## src/sem2q_pkg.sv

```systemverilog
// Shared types and codes for the two-queue semaphore waker.
// Used by semaphore_two_queue_waker_unit; depends on nothing else.
package sem2q_pkg;

    localparam int TidBits = 4;
    localparam int CfgBits = 16;

    typedef enum logic
    {
        OP_DOWN = 1'b0,
        OP_UP   = 1'b1
    } op_t;

    typedef enum logic [1:0]
    {
        ST_GRANTED  = 2'd0,
        ST_BLOCKED  = 2'd1,
        ST_RELEASED = 2'd2,
        ST_ERROR    = 2'd3
    } status_t;

    typedef enum logic
    {
        S_IDLE = 1'b0,
        S_WAKE = 1'b1
    } state_t;

    typedef struct packed
    {
        op_t                op;
        logic [TidBits-1:0] thread_id;
        logic               is_retry;
    } req_word_t;

    typedef struct packed
    {
        status_t            status;
        logic               wake_valid;
        logic [TidBits-1:0] wake_thread;
    } rsp_word_t;

endpackage

```

## src/semaphore_two_queue_waker_unit.sv

```systemverilog
// Counting semaphore with a normal and a priority wait queue of thread ids.
// Depends on sem2q_pkg and sem2q_ram.

// Each request word gives exactly one response word. A down request takes a
// unit or, with the count at zero, queues its thread id (priority queue when
// is_retry is set). An up request adds a unit and, when the count becomes one,
// pops and reports the head of the priority queue, else of the normal queue.
// Both queues live in RAMs with a registered read. An up that wakes a thread
// holds the block for an extra S_WAKE state: the woken id comes out of the
// queue RAM's read port in the cycle after the pop is issued.
// A new request is taken in the same cycle that the last response word is
// taken; while that word is stalled, req_stall stays high.
// A write on the cfg channel loads the count at once (saturated to the count
// width) and leaves the queues alone; it is meant for an idle block.
module semaphore_two_queue_waker_unit #(
    parameter int MAX_THREADS = 16,
    parameter int COUNT_BITS  = 16
) (
    input  logic                                  clk,
    input  logic                                  rst_n,
    input  logic                                  cfg_valid,
    output logic                                  cfg_ready,
    input  logic [sem2q_pkg::CfgBits-1:0]         cfg_data,
    input  logic                                  req_valid,
    output logic                                  req_stall,
    input  sem2q_pkg::req_word_t                  req,
    output logic                                  rsp_valid,
    input  logic                                  rsp_stall,
    output sem2q_pkg::rsp_word_t                  rsp
);

    localparam int AW   = $clog2(MAX_THREADS);
    localparam int FW   = AW + 1;
    localparam int CfgW = (COUNT_BITS > sem2q_pkg::CfgBits) ? COUNT_BITS : sem2q_pkg::CfgBits;

    localparam logic [COUNT_BITS-1:0] CountMax = '1;
    localparam logic [FW-1:0]         QDepth   = FW'(MAX_THREADS);
    localparam logic [AW-1:0]         HeadLast = AW'(MAX_THREADS - 1);

    sem2q_pkg::state_t    state_reg, state_next;
    logic [COUNT_BITS-1:0] count_reg, count_next;
    logic [AW-1:0]        nhead_reg, nhead_next, phead_reg, phead_next;
    logic [FW-1:0]        nfill_reg, nfill_next, pfill_reg, pfill_next;
    logic                 wake_pri_reg, wake_pri_next;
    logic                 rsp_valid_reg, rsp_valid_next;
    sem2q_pkg::rsp_word_t rsp_reg, rsp_next;

    logic                 accept;
    logic                 cfg_write;
    logic                 wake_go;
    logic [CfgW-1:0]      cfg_ext;
    logic [COUNT_BITS-1:0] cfg_count;

    // RAM ports
    logic                 n_we, p_we, n_re, p_re;
    logic [AW-1:0]        n_waddr, p_waddr, n_raddr, p_raddr;
    logic [sem2q_pkg::TidBits-1:0] n_rdata, p_rdata;

    logic [FW-1:0]        nsum, psum;
    logic [AW-1:0]        ntail, ptail;

    assign cfg_ready = 1'b1;
    assign cfg_write = cfg_valid;
    assign req_stall = (state_reg != sem2q_pkg::S_IDLE) || (rsp_valid_reg && rsp_stall);
    assign accept    = req_valid && !req_stall;
    assign rsp_valid = rsp_valid_reg;
    assign rsp       = rsp_reg;

    // Saturate the written value to the count width.
    assign cfg_ext   = CfgW'(cfg_data);
    assign cfg_count = (cfg_ext > CfgW'(CountMax)) ? CountMax : COUNT_BITS'(cfg_ext);

    // Tail slot is head plus fill, wrapped once at the queue depth.
    assign nsum  = FW'(nhead_reg) + nfill_reg;
    assign psum  = FW'(phead_reg) + pfill_reg;
    assign ntail = (nsum >= QDepth) ? AW'(nsum - QDepth) : AW'(nsum);
    assign ptail = (psum >= QDepth) ? AW'(psum - QDepth) : AW'(psum);

    assign n_waddr = ntail;
    assign p_waddr = ptail;
    assign n_raddr = nhead_reg;
    assign p_raddr = phead_reg;

    // An up from a zero count with someone waiting pops a queue head.
    assign wake_go = accept && (req.op == sem2q_pkg::OP_UP) && (count_reg == '0)
                     && (count_reg != CountMax)
                     && ((pfill_reg != '0) || (nfill_reg != '0));

    always_comb
    begin
        state_next = state_reg;
        case (state_reg)
            sem2q_pkg::S_IDLE:
            begin
                if (wake_go)
                begin
                    state_next = sem2q_pkg::S_WAKE;
                end
            end
            sem2q_pkg::S_WAKE:
            begin
                state_next = sem2q_pkg::S_IDLE;
            end
            default:
            begin
                state_next = sem2q_pkg::S_IDLE;
            end
        endcase
    end

    always_comb
    begin
        count_next     = count_reg;
        nhead_next     = nhead_reg;
        phead_next     = phead_reg;
        nfill_next     = nfill_reg;
        pfill_next     = pfill_reg;
        wake_pri_next  = wake_pri_reg;
        rsp_valid_next = rsp_valid_reg && rsp_stall;
        rsp_next       = rsp_reg;
        n_we           = 1'b0;
        p_we           = 1'b0;
        n_re           = 1'b0;
        p_re           = 1'b0;

        case (state_reg)
            sem2q_pkg::S_IDLE:
            begin
                if (accept)
                begin
                    rsp_next.wake_valid  = 1'b0;
                    rsp_next.wake_thread = '0;
                    rsp_valid_next       = 1'b1;
                    if (req.op == sem2q_pkg::OP_DOWN)
                    begin
                        if (count_reg != '0)
                        begin
                            count_next      = count_reg - 1'b1;
                            rsp_next.status = sem2q_pkg::ST_GRANTED;
                        end
                        else if (req.is_retry)
                        begin
                            if (pfill_reg != QDepth)
                            begin
                                p_we            = 1'b1;
                                pfill_next      = pfill_reg + 1'b1;
                                rsp_next.status = sem2q_pkg::ST_BLOCKED;
                            end
                            else
                            begin
                                rsp_next.status = sem2q_pkg::ST_ERROR;
                            end
                        end
                        else
                        begin
                            if (nfill_reg != QDepth)
                            begin
                                n_we            = 1'b1;
                                nfill_next      = nfill_reg + 1'b1;
                                rsp_next.status = sem2q_pkg::ST_BLOCKED;
                            end
                            else
                            begin
                                rsp_next.status = sem2q_pkg::ST_ERROR;
                            end
                        end
                    end
                    else
                    begin
                        if (count_reg == CountMax)
                        begin
                            rsp_next.status = sem2q_pkg::ST_ERROR;
                        end
                        else
                        begin
                            count_next      = count_reg + 1'b1;
                            rsp_next.status = sem2q_pkg::ST_RELEASED;
                            if (wake_go)
                            begin
                                // The word is built in S_WAKE from the RAM data and registered from there.
                                rsp_valid_next = 1'b0;
                                wake_pri_next  = (pfill_reg != '0);
                                if (pfill_reg != '0)
                                begin
                                    p_re       = 1'b1;
                                    pfill_next = pfill_reg - 1'b1;
                                    phead_next = (phead_reg == HeadLast) ? '0
                                                 : phead_reg + 1'b1;
                                end
                                else
                                begin
                                    n_re       = 1'b1;
                                    nfill_next = nfill_reg - 1'b1;
                                    nhead_next = (nhead_reg == HeadLast) ? '0
                                                 : nhead_reg + 1'b1;
                                end
                            end
                        end
                    end
                end
            end
            sem2q_pkg::S_WAKE:
            begin
                rsp_valid_next       = 1'b1;
                rsp_next.status      = sem2q_pkg::ST_RELEASED;
                rsp_next.wake_valid  = 1'b1;
                rsp_next.wake_thread = wake_pri_reg ? p_rdata : n_rdata;
            end
            default:
            begin
                rsp_valid_next = 1'b0;
            end
        endcase

        if (cfg_write)
        begin
            count_next = cfg_count;
        end
    end

    always_ff @(posedge clk or negedge rst_n)
    begin
        if (!rst_n)
        begin
            state_reg     <= sem2q_pkg::S_IDLE;
            count_reg     <= '0;
            nhead_reg     <= '0;
            phead_reg     <= '0;
            nfill_reg     <= '0;
            pfill_reg     <= '0;
            wake_pri_reg  <= 1'b0;
            rsp_valid_reg <= 1'b0;
        end
        else
        begin
            state_reg     <= state_next;
            count_reg     <= count_next;
            nhead_reg     <= nhead_next;
            phead_reg     <= phead_next;
            nfill_reg     <= nfill_next;
            pfill_reg     <= pfill_next;
            wake_pri_reg  <= wake_pri_next;
            rsp_valid_reg <= rsp_valid_next;
        end
    end

    always_ff @(posedge clk)
    begin
        rsp_reg <= rsp_next;
    end

    sem2q_ram #(
        .WIDTH (sem2q_pkg::TidBits),
        .DEPTH (MAX_THREADS)
    ) u_normal_ram (
        .clk   (clk),
        .we    (n_we),
        .waddr (n_waddr),
        .wdata (req.thread_id),
        .re    (n_re),
        .raddr (n_raddr),
        .rdata (n_rdata)
    );

    sem2q_ram #(
        .WIDTH (sem2q_pkg::TidBits),
        .DEPTH (MAX_THREADS)
    ) u_priority_ram (
        .clk   (clk),
        .we    (p_we),
        .waddr (p_waddr),
        .wdata (req.thread_id),
        .re    (p_re),
        .raddr (p_raddr),
        .rdata (p_rdata)
    );

endmodule

```

## src/sem2q_ram.sv

```systemverilog
// Generic single-port-write, single-port-read RAM with a registered read.
// No dependencies.
module sem2q_ram #(
    parameter int WIDTH = 4,
    parameter int DEPTH = 16
) (
    input  logic                     clk,
    input  logic                     we,
    input  logic [$clog2(DEPTH)-1:0] waddr,
    input  logic [WIDTH-1:0]         wdata,
    input  logic                     re,
    input  logic [$clog2(DEPTH)-1:0] raddr,
    output logic [WIDTH-1:0]         rdata
);

    logic [WIDTH-1:0] mem [DEPTH];
    logic [WIDTH-1:0] rdata_reg;

    always_ff @(posedge clk)
    begin
        if (we)
        begin
            mem[waddr] <= wdata;
        end
        if (re)
        begin
            rdata_reg <= mem[raddr];
        end
    end

    assign rdata = rdata_reg;

endmodule

```

## config.mk

```make
export PLATFORM = sky130hd
export DESIGN_NAME = semaphore_two_queue_waker_unit
export DESIGN_NICKNAME = d
export VERILOG_FILES = /design/src/sem2q_pkg.sv /design/src/semaphore_two_queue_waker_unit.sv /design/src/sem2q_ram.sv
export SDC_FILE = /design/constraint.sdc
export NUM_CORES = 1
export LEC_CHECK = 0
export CAP_MARGIN = 20
export CORE_UTILIZATION = 40
export DETAILED_ROUTE_END_ITERATION = 12
export DONT_BUFFER_PORTS = 1
export PLACE_DENSITY = 0.59
export REMOVE_ABC_BUFFERS = 1
export SYNTH_ARGS = -nofsm -noshare
export SYNTH_HDL_FRONTEND = slang
export SYNTH_SLANG_ARGS = --single-unit
```

## constraint.sdc

```tcl
create_clock -name clk -period 2.55 [get_ports clk]
set_input_delay 0.3825 -clock clk [delete_from_list [all_inputs] [get_ports clk]]
set_output_delay 0.3825 -clock clk [all_outputs]
set_load 0.02 [all_outputs]
```

=== Word-level counts from Yosys, hierarchy flattened ===
Memories as Yosys holds them, arrays and structs flattened. A register that Yosys moved wholly into a read port is not among the register bits.
Cells that the tools add are included.

* Add/sub/neg operators: 12
* Order comparisons: 3
* Equality and inequality tests: 15
* Muxes and demuxes: 69
* Bitwise gates (word level): 3
* Reduce and logical (&&, ||, !) cells: 24

{| class="wikitable"
|+ Operators with widths
! cell !! number
|-
| 16-bit 2-to-1 mux || 7
|-
| 5-bit 2-to-1 mux || 14
|-
| 1-bit 2-to-1 mux || 34
|-
| 4-bit 2-to-1 mux || 5
|-
| 16-bit by 1-bit adder with 16-bit output, second input constant || 1
|-
| 16-bit equality test, second input constant || 1
|-
| 16-bit greater-than comparator, second input constant || 1
|-
| 16-bit zero test || 1
|-
| 16-bit inequality test, second input constant || 1
|-
| 8-bit AND reduction || 2
|-
| 16-bit nonzero test || 1
|-
| 16-bit by 1-bit subtractor with 16-bit output, second input constant || 1
|-
| 7-bit case mux with 2 select lines || 1
|-
| 6-bit AND reduction || 2
|-
| 4-bit by 5-bit adder with 5-bit output || 2
|-
| 5-bit by 1-bit adder with 5-bit output, second input constant || 2
|-
| 5-bit greater-or-equal comparator, second input constant || 2
|-
| 2-bit 2-to-1 mux || 5
|-
| 2-bit inequality test, second input constant || 5
|-
| 5-bit inequality test, second input constant || 2
|-
| 5-bit nonzero test || 2
|-
| 5-bit by 1-bit subtractor with 5-bit output, second input constant || 2
|-
| 4-bit by 1-bit adder with 4-bit output, second input constant || 2
|-
| 4-bit equality test, second input constant || 2
|-
| other kinds (13) || 28
|}

* Register bits: 44
* Memory bits (writable): 128
* Input port bits: 27
* Output and inout bits: 10
* Memories: 2

{| class="wikitable"
|+ Memory list
! name !! words !! bits a word !! read ports !! clocked after memory_dff !! write ports !! RTL line !! RTL
|-
| u_normal_ram.mem || 16 || 4 || 1 || 1 || 1 || sem2q_ram.sv:16 || <nowiki>logic [WIDTH-1:0] mem [DEPTH];</nowiki>
|-
| u_priority_ram.mem || 16 || 4 || 1 || 1 || 1 || sem2q_ram.sv:16 ||
|}

=== Longest topological paths before layout ===
Gate-level depths: netlist of the first run.

* Word-level depth: 13
* Gate-level depth with buffers: 8

=== By module ===
A second synthesis of the first run with hierarchy kept.

* Cell total of the unflattened synthesis: 595
* Area, all modules: 8670.8 um^2

{| class="wikitable"
|+ Modules (own cells, without submodules)
! module !! instances !! cells each !! area each (um^2) !! sequential area each (um^2)
|-
| sem2q_ram || 2 || 130 || 2706.3 || 2042.0
|-
| semaphore_two_queue_waker_unit || 1 || 335 || 3258.1 || 1136.1
|}

=== Worst setup path after synthesis of the first run ===
Ideal clock, no wire load.

* Path type: input to register
* Start: input port req[5] (netlist bit)
* End: register count_reg[12]
* Data arrival time: 2919 ps
* Setup slack: -438 ps
* Cell stages on the path: 8
* Cell sequence: clkinv_1 > fa_1 > a21o_1 > a221oi_2 > o311a_1 > nor3_1 > or4b_2 > nand3_1

* Longest elaborated chain between the ends: 4
* Elaborated cells between the ends (all ways): 7

{| class="wikitable"
|+ RTL lines
! item !! RTL line !! RTL
|-
| start: declaration || semaphore_two_queue_waker_unit.sv:26 || <nowiki>input sem2q_pkg::req_word_t req,</nowiki>
|-
| 16-bit 2-to-1 mux || semaphore_two_queue_waker_unit.sv:134 || <nowiki>if (req.op == sem2q_pkg::OP_DOWN)</nowiki>
|-
| 16-bit 2-to-1 mux || semaphore_two_queue_waker_unit.sv:129 || <nowiki>if (accept)</nowiki>
|-
| 16-bit 2-to-1 mux || semaphore_two_queue_waker_unit.sv:126 || <nowiki>case (state_reg)</nowiki>
|-
| 16-bit 2-to-1 mux || semaphore_two_queue_waker_unit.sv:215 || <nowiki>if (cfg_write)</nowiki>
|-
| end signal: assignment || semaphore_two_queue_waker_unit.sv:237 || <nowiki>count_reg <= count_next;</nowiki>
|-
| end: declaration || semaphore_two_queue_waker_unit.sv:41 || <nowiki>logic [COUNT_BITS-1:0] count_reg, count_next;</nowiki>
|}

Several ways; a longest one is shown, not always the timed one. The select of a mux whose other input is x is not followed.
A chain may end at the register's enable or synchronous reset.

=== Worst setup path in the final report of the first run ===
* Start: register count_reg[2]
* End: register count_reg[9]

* Longest elaborated chain between the ends: 6
* Elaborated cells between the ends (all ways): 13

{| class="wikitable"
|+ RTL lines
! item !! RTL line
|-
| 16-bit by 1-bit subtractor with 16-bit output or 16-bit by 1-bit adder with 16-bit output (tied branches) || semaphore_two_queue_waker_unit.sv:138, semaphore_two_queue_waker_unit.sv:176
|-
| 16-bit 2-to-1 mux, on equally long branches || semaphore_two_queue_waker_unit.sv:136, semaphore_two_queue_waker_unit.sv:170
|-
| 16-bit 2-to-1 mux || semaphore_two_queue_waker_unit.sv:134
|-
| 16-bit 2-to-1 mux || semaphore_two_queue_waker_unit.sv:129
|-
| 16-bit 2-to-1 mux || semaphore_two_queue_waker_unit.sv:126
|-
| 16-bit 2-to-1 mux || semaphore_two_queue_waker_unit.sv:215
|}

Several ways; a longest one is shown, not always the timed one. The select of a mux whose other input is x is not followed.

==> results of run 1 <==
## per-layer routing
layer,global-route usage (%),part of all wire [%],vias up,wire [µm]
met1,23.42,45,2639,8457
li1,-,-,2532,-
met4,5.612,1.5,0,278
met2,29.63,48,161,9031
met5,0,0,-,0
met3,4.251,5.6,23,1057
## layout make-up
| class | count | area, µm² |
|---|---|---|
| clock inverter | 14 | 140.1 |
| fill | 1806 | 10970 |
| multi-input combinational | 399 | 3297 |
| sequential | 180 | 5220 |
| clock buffer | 17 | 425.4 |
| timing repair buffer | 83 | 641.9 |
| inverter | 14 | 52.55 |
| tap | 275 | 344.1 |
## how the worst min path moves through the flow
stage,depth (start not counted),end,slack [ns]
after global placement,0,count_reg[3],0.09
after global routing,0,u_priority_ram.mem[14][2],0.02
after floorplan,0,count_reg[0],0.09
final,0,u_priority_ram.mem[14][1],0.04
after detailed placement,0,count_reg[3],0.09
after CTS,0,u_priority_ram.mem[14][2],0.03
## repair_timing
| action | CTS | global route |
|---|---|---|
| setup buffers | 0 | 2 |
| endpoints found under the setup margin | 32 | 85 |
| endpoints found under the hold margin | 37 | 0 |
| resized for setup | 3 | 16 |
| pin swaps | 0 | 5 |
| hold buffers | 2 | 0 |
## cells by family (layout without fill, tap and decap cells)
family,after synthesis,after routing
AO/OA/AOI/OAI,114,114
XOR/XNOR,30,30
adder cells (fa/ha/maj),33,33
buffers and inverters,39,128
flip-flops,180,180
multiplexers,62,62
other,1,1
AND/OR/NAND/NOR,159,159
## power groups by stage
stage | registers [µW] | clock network [µW] | logic, µW
after floorplan | 3350 | 0 | 455
after global placement | 3340 | 0 | 702
after detailed placement | 3340 | 0 | 718
after CTS | 3280 | 2560 | 742
after global routing | 3290 | 2670 | 835
final | 3280 | 2520 | 755
## stage by stage
stage	setup WS, ns	instance area [µm²]	util (%)
floorplan	-0.4381	8509	-
global placement	-0.1094	9447	44.80
detailed placement	-0.1237	9447	44.80
CTS	0.01259	10050	47.67
global route	-0.006616	10120	47.99
finish	0.09421	10120	47.99
## placed cells by master, fill, tap and decap left out, types with 4 or more instances in the layout
cell type	netlist	routed
inv_6	0	4
xor2_1	10	10
o21ai_0	27	26
dfrtp_1	37	37
nand2_1	45	44
nor2_1	50	46
nor3b_1	5	5
a22oi_1	4	4
a21o_1	11	11
clkbuf_16	0	17
ha_1	28	28
a21oi_1	34	33
nor3_1	4	4
edfxtp_1	143	143
nor4_1	9	5
nor2b_1	5	5
inv_8	0	4
mux2_2	11	11
nor2_2	0	4
a31oi_1	7	7
buf_4	1	80
mux4_2	28	28
inv_1	13	13
mux2i_1	23	23
nand3_1	9	8
nor4_2	2	6
xnor2_1	20	20
nand3b_1	4	4
or3_1	4	4
a221oi_1	5	5
nand4_1	6	6
fa_1	5	4
==> results by group, run 1 <==
Synthesis
  – Cells after synthesis: roughly 620
  – Top cell type's share of synthesized area: between 40% and 50%
  – Compound-Gate Fraction of Synth Area: between 8 and 9%
  – EDFF count, synth: 143
  – Register area share after synthesis: between 60% and 70%
  – Avg Inst Size Synth: roughly 14 µm²
  – Commonest cells post-synth: edfxtp_1, nor2_1, nand2_1, dfrtp_1, a21oi_1
  – Library cells used by synthesis: 66
  – Post-synthesis mux area share: between 10% and 20%
  – Prevailing post-synth register cell: edfxtp_1
  – Area contributors post-synth: edfxtp_1, dfrtp_1, mux4_2
  – Yosys reg bits: 180
  – Synth Area in Simple Gates: under 10%
  – Netlist Area Pre-Place: roughly 8600 µm²
  – Count leader, synth: edfxtp_1
  – Synth Area in XOR/XNOR: between 3 and 4%
  – Cell taking the most area after synthesis: edfxtp_1
  – Yosys warning total: 0
  – Largest family of logic cells by synthesized area: multiplexers
  – Synth Area in Adders: between 5 and 6%
  – Asr flop ratio synth: approximately a fifth

Floorplanning
  – Num rows: 53
  – Die area: ~22000 µm²
  – Core Area: between 20000 and 25000 µm²
  – Die Ht: 148.8 µm
  – Die width: 148.8 µm
  – Initial Util: about two fifths
  – Number of I/O pins: 37

Setup path
  – Reg2reg start: count_reg[2]
  – CP bufs+invs: 1
  – Critical path launch point: count_reg[2]
  – CP max stage delay: about 0.52 ns
  – Worst Path Required: around 2.9 ns
  – Critical Path Fanout Max: 4
  – Worst setup EP type: flop
  – Critical-path top delay cell: a2111oi_1
  – Crit-path cells: buf_4 -> ha_1 -> a21oi_1 -> a2111oi_1 -> or2_2 -> a2111oi_0 -> a221o_1 -> mux2_2
  – Crit Reg-Reg Endpoint: count_reg[9]
  – Critical path type: reg -> reg
  – End point of the critical path: count_reg[9]
  – R2r setup slk: approximately 0.094 ns
  – Worst EP arrival: 2.77 ns
  – Crit start category: flop
  – Kind of cell adding the most delay to the critical path: compound AO/OA/AOI/OAI gates
  – R2r worst-path depth: 8
  – WP depth: 8

STA
  – Worst Skew: approximately 0.012 ns
  – Hold_ws: just over 0.04 ns
  – Worst Max-Slew Pin Slew: 0.5177 ns
  – Count of final setup violators: 0
  – Final setup TNS: 0 ns
  – Final period utilization: 96.31%
  – Hold Vio Cnt, Final: 0
  – Final Max Slew Viols: 0
  – Final min period: between 2 and 2.5 ns
  – Relative slew slack: 65.20%
  – Max Freq: a little over 400 MHz

Power
  – Pleak: roughly 0.0037 µW
  – Pint: a little under 5000 µW
  – Sequential share of power: between 50% and 60%
  – PwrDens: about 650 nW/µm²
  – Power Total: 6550 µW
  – Switching pwr: 1679 µW
  – Clk pwr share: 38.4%
  – Switching Share: between 20% and 30%
  – Combinational share of power: around 12%
  – Max rail drop VDD: roughly 0.0004 V

Hold path
  – Hold_sp: req[2]
  – Hold Path Class: in -> reg

Drt
  – Detailed-route DRC error count: 0
  – Antenna-violating nets left: 0
  – Vias: 5355
  – Routed len/inst: 19.17 µm
  – DR vias/cell: ~5.5
  – First-iteration detailed-routing DRC count: between 300 and 400
  – Drt total wl: approximately 19000 µm
  – DRT Pass-1 Iters: 4

Outcome
  – Status: completed

Finish
  – ANT cells: 0
  – Share of cells above drive strength 1: approximately a quarter
  – Layout area overhead: 17.37%
  – Finished Layout Cells: roughly 1000
  – NumNets Final: roughly 760

Clock network
  – Clock sink count: between 150 and 200
  – Buffer depth of the longest clock path: 2
  – Worst skew pair latency: around 0.43 ns
  – H-tree Lvls: 4
  – CTS Root Cell: clkbuf_16
  – Inserted Clock Buffers: 17
  – Clk slew on worst S/H paths: ~0.070 ns
  – CTS tree: done

Global routing
  – Largest net degree at the start of global routing: 42
  – Overflow after GRT: 0
  – Tot GR Track Use: 17.96%
  – First-pass GRT wire length: about 30000 µm
  – Vias in the first global route: around 5700
  – Initial antenna violation count: 0

Place
  – Inst Count DP: around 950
  – DPL Wire Length: approximately 13000 µm
  – GPL Wtd Cong: approximately 0.9
  – Buffers on Ports: 0

Flow run
  – Max_cap viols: 0
Note: power is estimated with default switching activity, not from simulation.
==> inputs of run 2 (changes only) <==
Settings changed: CORE_ASPECT_RATIO set to 0.75.
==> results by group, run 2 (synthesis results as in run 1) <==
Outcome
  – Status: completed

STA
  – Worst Max-Slew Pin Slew: 0.6525 ns
  – Count of final setup violators: 0
  – Final min period: around 2.5 ns
  – Final Max Slew Viols: 0
  – Worst Skew: between 0.015 and 0.02 ns
  – Worst setup margin: 0.01190 ns
  – Unrepaired setup endpoints after global routing: true
  – Final period utilization: between 90% and 100%
  – Max Freq: ~400 MHz
  – Relative slew slack: 56.50%
  – Hold Vio Cnt, Final: 0

Power
  – Max rail drop VDD: about 0.00036 V
  – PwrDens: roughly 660 nW/µm²
  – Pleak: around 0.0037 µW
  – Power Total: 6741 µW
  – Clk pwr share: 38.9%
  – Switching Share: about a quarter
  – Switching pwr: approximately 1700 µW
  – Combinational share of power: 12.4%
  – Pint: 5015 µW
  – Sequential share of power: 48.7%

Clock network
  – Clk slew on worst S/H paths: 0.07 ns
  – Clock sink count: 180
  – Buffer depth of the longest clock path: 2
  – CTS tree: done
  – Inserted Clock Buffers: 17
  – Worst skew pair latency: roughly 0.44 ns
  – H-tree Lvls: 4
  – CTS Root Cell: clkbuf_16

Setup path
  – R2r setup slk: 0.01 ns
  – Crit Reg-Reg Endpoint: u_priority_ram.mem[8][1]
  – End point of the critical path: u_priority_ram.mem[8][1]
  – Critical-path top delay cell: fa_1
  – Critical Path Fanout Max: 5
  – R2r worst-path depth: 6
  – Crit-path cells: ha_1 -> fa_1 -> nor4b_1 -> buf_4 -> nand2b_1 -> nor2_1
  – Crit start category: flop
  – CP max stage delay: ~0.5 ns
  – Critical path type: reg -> reg
  – Critical path launch point: pfill_reg[0]
  – Worst Path Required: approximately 2.7 ns
  – Worst EP arrival: approximately 2.6 ns
  – Reg2reg start: pfill_reg[0]
  – Worst setup EP type: flop

Drt
  – DR vias/cell: 5.411
  – Vias: 5411
  – Routed len/inst: approximately 19 µm
  – Drt total wl: ~19000 µm
  – DRT Pass-1 Iters: 5
  – Antenna-violating nets left: 0
  – Detailed-route DRC error count: 0
  – First-iteration detailed-routing DRC count: between 300 and 400

Finish
  – Share of cells above drive strength 1: roughly 26%
  – Commonest non-fill, non-tap cells in the layout: edfxtp_1, buf_4, nor2_1
  – Most common cell after layout, fill and taps aside: edfxtp_1
  – NumNets Final: ~760
  – ANT cells: 0
  – Finished Core Util: 48.38%
  – Final instance area: 10220 µm²
  – Layout area overhead: 18.50%

Hold path
  – Hold Path Class: in -> reg

Floorplanning
  – Die Ht: approximately 130 µm
  – Core Area: approximately 21000 µm²
  – Die width: around 170 µm
  – Initial Util: about two fifths
  – Num rows: 46
  – Number of I/O pins: 37
  – Die area: 22160 µm²

Global routing
  – Overflow after GRT: 0
  – Vias in the first global route: ~5600
  – Initial antenna violation count: 0
  – First-pass GRT wire length: ~31000 µm
  – Largest net degree at the start of global routing: between 40 and 50
  – Tot GR Track Use: between 10% and 20%

Place
  – GPL Wtd Cong: a little over 0.9
  – DPL Wire Length: roughly 13000 µm
  – DP Worst Slack: -0.2705 ns
  – Placed standard-cell area: between 9000 and 10000 µm²
  – Buffers on Ports: 0

Flow run
  – Max_cap viols: 0
[run 2: cell types whose count changed in the layout (fill, tap and decap cells not counted), sizes merged]
| cell | before | now |
|---|---|---|
| bufinv | 0 | 1 |
| buf | 82 | 86 |
[run 2: critical path: cells and delay by family, from the launching register on]
family	cells	cell delay, ns
adder cells (fa/ha/maj)	2	0.75
AND/OR/NAND/NOR	3	0.87
flip-flops	1	0.43
buffers and inverters	1	0.17
[run 2: final cells by class]
class,count,area [µm²]
clock buffer,17,425.4
clock inverter,15,162.7
fill,1824,10900
inverter,14,52.55
multi-input combinational,399,3329
sequential,180,5220
tap,288,360.3
timing repair buffer,87,668.1
[run 2: power by group through the flow]
stage / clock network [µW] / logic (µW) / registers (µW)
2_1_floorplan: 0 / 455 / 3350
3_3_place_gp: 0 / 745 / 3340
3_5_place_dp: 0 / 763 / 3350
4_1_cts: 2680 / 787 / 3280
5_1_grt: 2800 / 917 / 3290
6_report: 2620 / 835 / 3290
[run 2: per-stage QoR]
stage	hold WS (ns)	TNS (ns)	instances
6_report	0.03431	0	1000
5_1_grt	0.02033	-1.067	1000
4_1_cts	0.01381	-0.04904	999
3_5_place_dp	0.08751	-1.797	965
3_3_place_gp	0.08766	-2.889	965
2_1_floorplan	0.08691	-16.60	593
[run 2: timing repair]
action	in CTS	in global routing
hold buffers	2	0
cloned	0	0
endpoints found under the hold margin	37	0
pin swaps	0	6
endpoints found under the setup margin	32	89
setup buffers	0	1
gates resized for setup	3	16
[run 2: per-layer routing]
layer | up-vias | wire, µm | track usage, %
met5 | - | 0 | 0
met4 | 0 | 146 | 5.672
met3 | 10 | 841 | 3.696
met2 | 112 | 8985 | 29.15
met1 | 2738 | 9277 | 26.29
li1 | 2551 | - | -
[run 2: worst min-delay path by stage]
stage                    from            to  slack [ns]  depth (start not counted)
global placement        rst_n  count_reg[7]        0.09                          0
finish              cfg_valid  count_reg[4]        0.03                          1
detailed placement      rst_n  count_reg[7]        0.09                          0
global route        cfg_valid  count_reg[4]        0.02                          1
floorplan               rst_n  count_reg[0]        0.09                          0
CTS                 cfg_valid  count_reg[4]        0.01                          1
==> inputs of run 3 (changes only) <==
Settings changed: CELL_PAD_IN_SITES_DETAIL_PLACEMENT set to 1, CELL_PAD_IN_SITES_GLOBAL_PLACEMENT set to 1, PLACE_DENSITY 0.59 to 0.67.
==> results by group, run 3 (synthesis results as in run 1) <==
Finish
  – Multi-input logic area: ~3400 µm²
  – Finished Layout Cells: just over 1000
  – Fillers: ~2100
  – Reg area: ~5200 µm²
  – Most common cell after layout, fill and taps aside: edfxtp_1
  – Final instance area: about 10000 µm²
  – ANT cells: 0
  – NumNets Final: between 700 and 800
  – Commonest non-fill, non-tap cells in the layout: edfxtp_1, buf_4, nor2_1
  – Layout area overhead: 19.96%
  – Share of cells above drive strength 1: about 27%

Place
  – GPL Wtd Cong: between 0.8 and 0.9
  – Buffers on Ports: 0
  – Inst Count DP: 964
  – Placed standard-cell area: approximately 9500 µm²
  – DPL Wire Length: 14690 µm

Setup path
  – Crit-path cells: nor4_4 -> buf_4 -> nand4_1 -> buf_6 -> nor4_4 -> buf_4 -> nand3b_1 -> nor2_1 -> buf_4
  – Critical path type: reg -> reg
  – R2r worst-path depth: 9
  – CP max stage delay: around 0.45 ns
  – Worst setup EP type: flop
  – Worst Path Required: roughly 2.7 ns
  – Critical-path top delay cell: dfrtp_2
  – Crit start category: flop
  – Worst EP arrival: around 2.6 ns
  – Cell mode on critical path: buf_4
  – Critical Path Fanout Max: 5

Hold path
  – Worst hold stages: 1
  – Hold Path Class: in -> reg

Clock network
  – Clock sink count: 180
  – Clk slew on worst S/H paths: 0.08 ns
  – CTS Root Cell: clkbuf_16
  – Worst skew pair latency: 0.43 ns
  – CTS tree: done
  – Buffer depth of the longest clock path: 2
  – Inserted Clock Buffers: 17
  – H-tree Lvls: 4

Drt
  – DR vias/cell: 5.393
  – Routed len/inst: roughly 21 µm
  – First-iteration detailed-routing DRC count: 291
  – Antenna-violating nets left: 0
  – Detailed-route DRC error count: 0
  – DRT Pass-1 Iters: 5
  – Vias: between 5000 and 6000
  – Drt total wl: slightly above 20000 µm

Global routing
  – Largest net degree at the start of global routing: 42
  – Tot GR Track Use: about 20%
  – Vias in the first global route: just under 6000
  – First-pass GRT wire length: between 30000 and 40000 µm
  – Overflow after GRT: 0
  – Initial antenna violation count: 0

STA
  – Final Max Slew Viols: 0
  – Max Freq: around 400 MHz
  – Relative slew slack: between 60% and 70%
  – Final setup TNS: 0 ns
  – Hold Vio Cnt, Final: 0
  – Final period utilization: between 90% and 100%
  – Worst Max-Slew Pin Slew: roughly 0.59 ns
  – Final min period: around 2.5 ns
  – Worst Skew: 0.01112 ns
  – Unrepaired setup endpoints after global routing: true
  – Count of final setup violators: 0

Floorplanning
  – Num rows: 46
  – Number of I/O pins: 37
  – Die area: 22160 µm²
  – Die width: about 170 µm
  – Core Area: ~21000 µm²
  – Die Ht: between 100 and 150 µm
  – Initial Util: roughly two fifths

Power
  – Max rail drop VDD: roughly 0.00034 V
  – Pleak: roughly 0.0038 µW
  – PwrDens: approximately 650 nW/µm²

Outcome
  – Status: completed

Flow run
  – Max_cap viols: 0
-- run 3: changes by cell type in the layout (fill, tap and decap cells not counted), sizes merged --
cell,previous run,this run
clkinv,7,5
buf,86,92
inv,21,23
bufinv,1,0
clkinvlp,0,1
-- run 3: stage by stage --
stage	utilization [%]	hold WS [ns]	setup WS [ns]	power [µW]
finish	48.98	0.04177	0.07411	6676
CTS	48.10	0.02092	0.001591	6662
global route	48.98	0.02238	-0.04137	6934
detailed placement	44.94	0.08781	-0.4589	4099
global placement	44.94	0.08785	-0.3805	4058
floorplan	-	0.08691	-0.4381	3801
-- run 3: where the power goes --
group | internal, µW | switching [µW] | leakage (µW) | total [µW]
Combinational | 412 | 476 | 0.00174 | 888
Sequential | 3220 | 62.4 | 0.00175 | 3290
Clock | 1300 | 1210 | 0.000280 | 2500
-- run 3: worst paths after layout --
| kind | from | endpoint | slack [ns] |
|---|---|---|---|
| min in group asynchronous | rst_n | count_reg[7] | 0.45 |
| setup reg to reg | count_reg[7] | u_priority_ram.mem[6][0] | 0.07 |
| max in group asynchronous | rst_n | count_reg[0] | 1.88 |
| hold / removal | cfg_valid | count_reg[4] | 0.04 |
| setup / recovery | count_reg[7] | u_priority_ram.mem[6][0] | 0.07 |
| hold reg to reg | pfill_reg[4] | pfill_reg[4] | 0.58 |
-- run 3: final cells by class --
class                           instances  area share, %
Multi-Input combinational cell        399          32.96
Tap cell                              288          3.483
Timing Repair Buffer                   93          7.088
Clock buffer                           17          4.112
Inverter                               14         0.5443
Sequential cell                       180          50.48
Clock inverter                         15          1.330
-- run 3: repair_timing --
action	in CTS	in global routing
gates cloned	0	1
hold buffers	2	0
endpoints found under the hold margin	37	0
pin swaps	4	12
resized for setup	12	23
buffers inserted	2	5
setup endpoints to repair	77	84
-- run 3: routing by layer --
layer	global-route usage (%)	part of all wire (%)	vias to the layer above	wire (µm)
met4	5.357	0.82	0	169
li1	-	-	2557	-
met3	3.726	2.6	10	537
met1	27.58	47	2789	9742
met2	32.72	49	69	10180
met5	0	0	-	0
-- run 3: critical path, delay by kind of cell (launching register included) --
kind / cells / cell delay, ns
flops: 1 / 0.45
simple gates: 5 / 1.07
buf+inv: 4 / 0.67
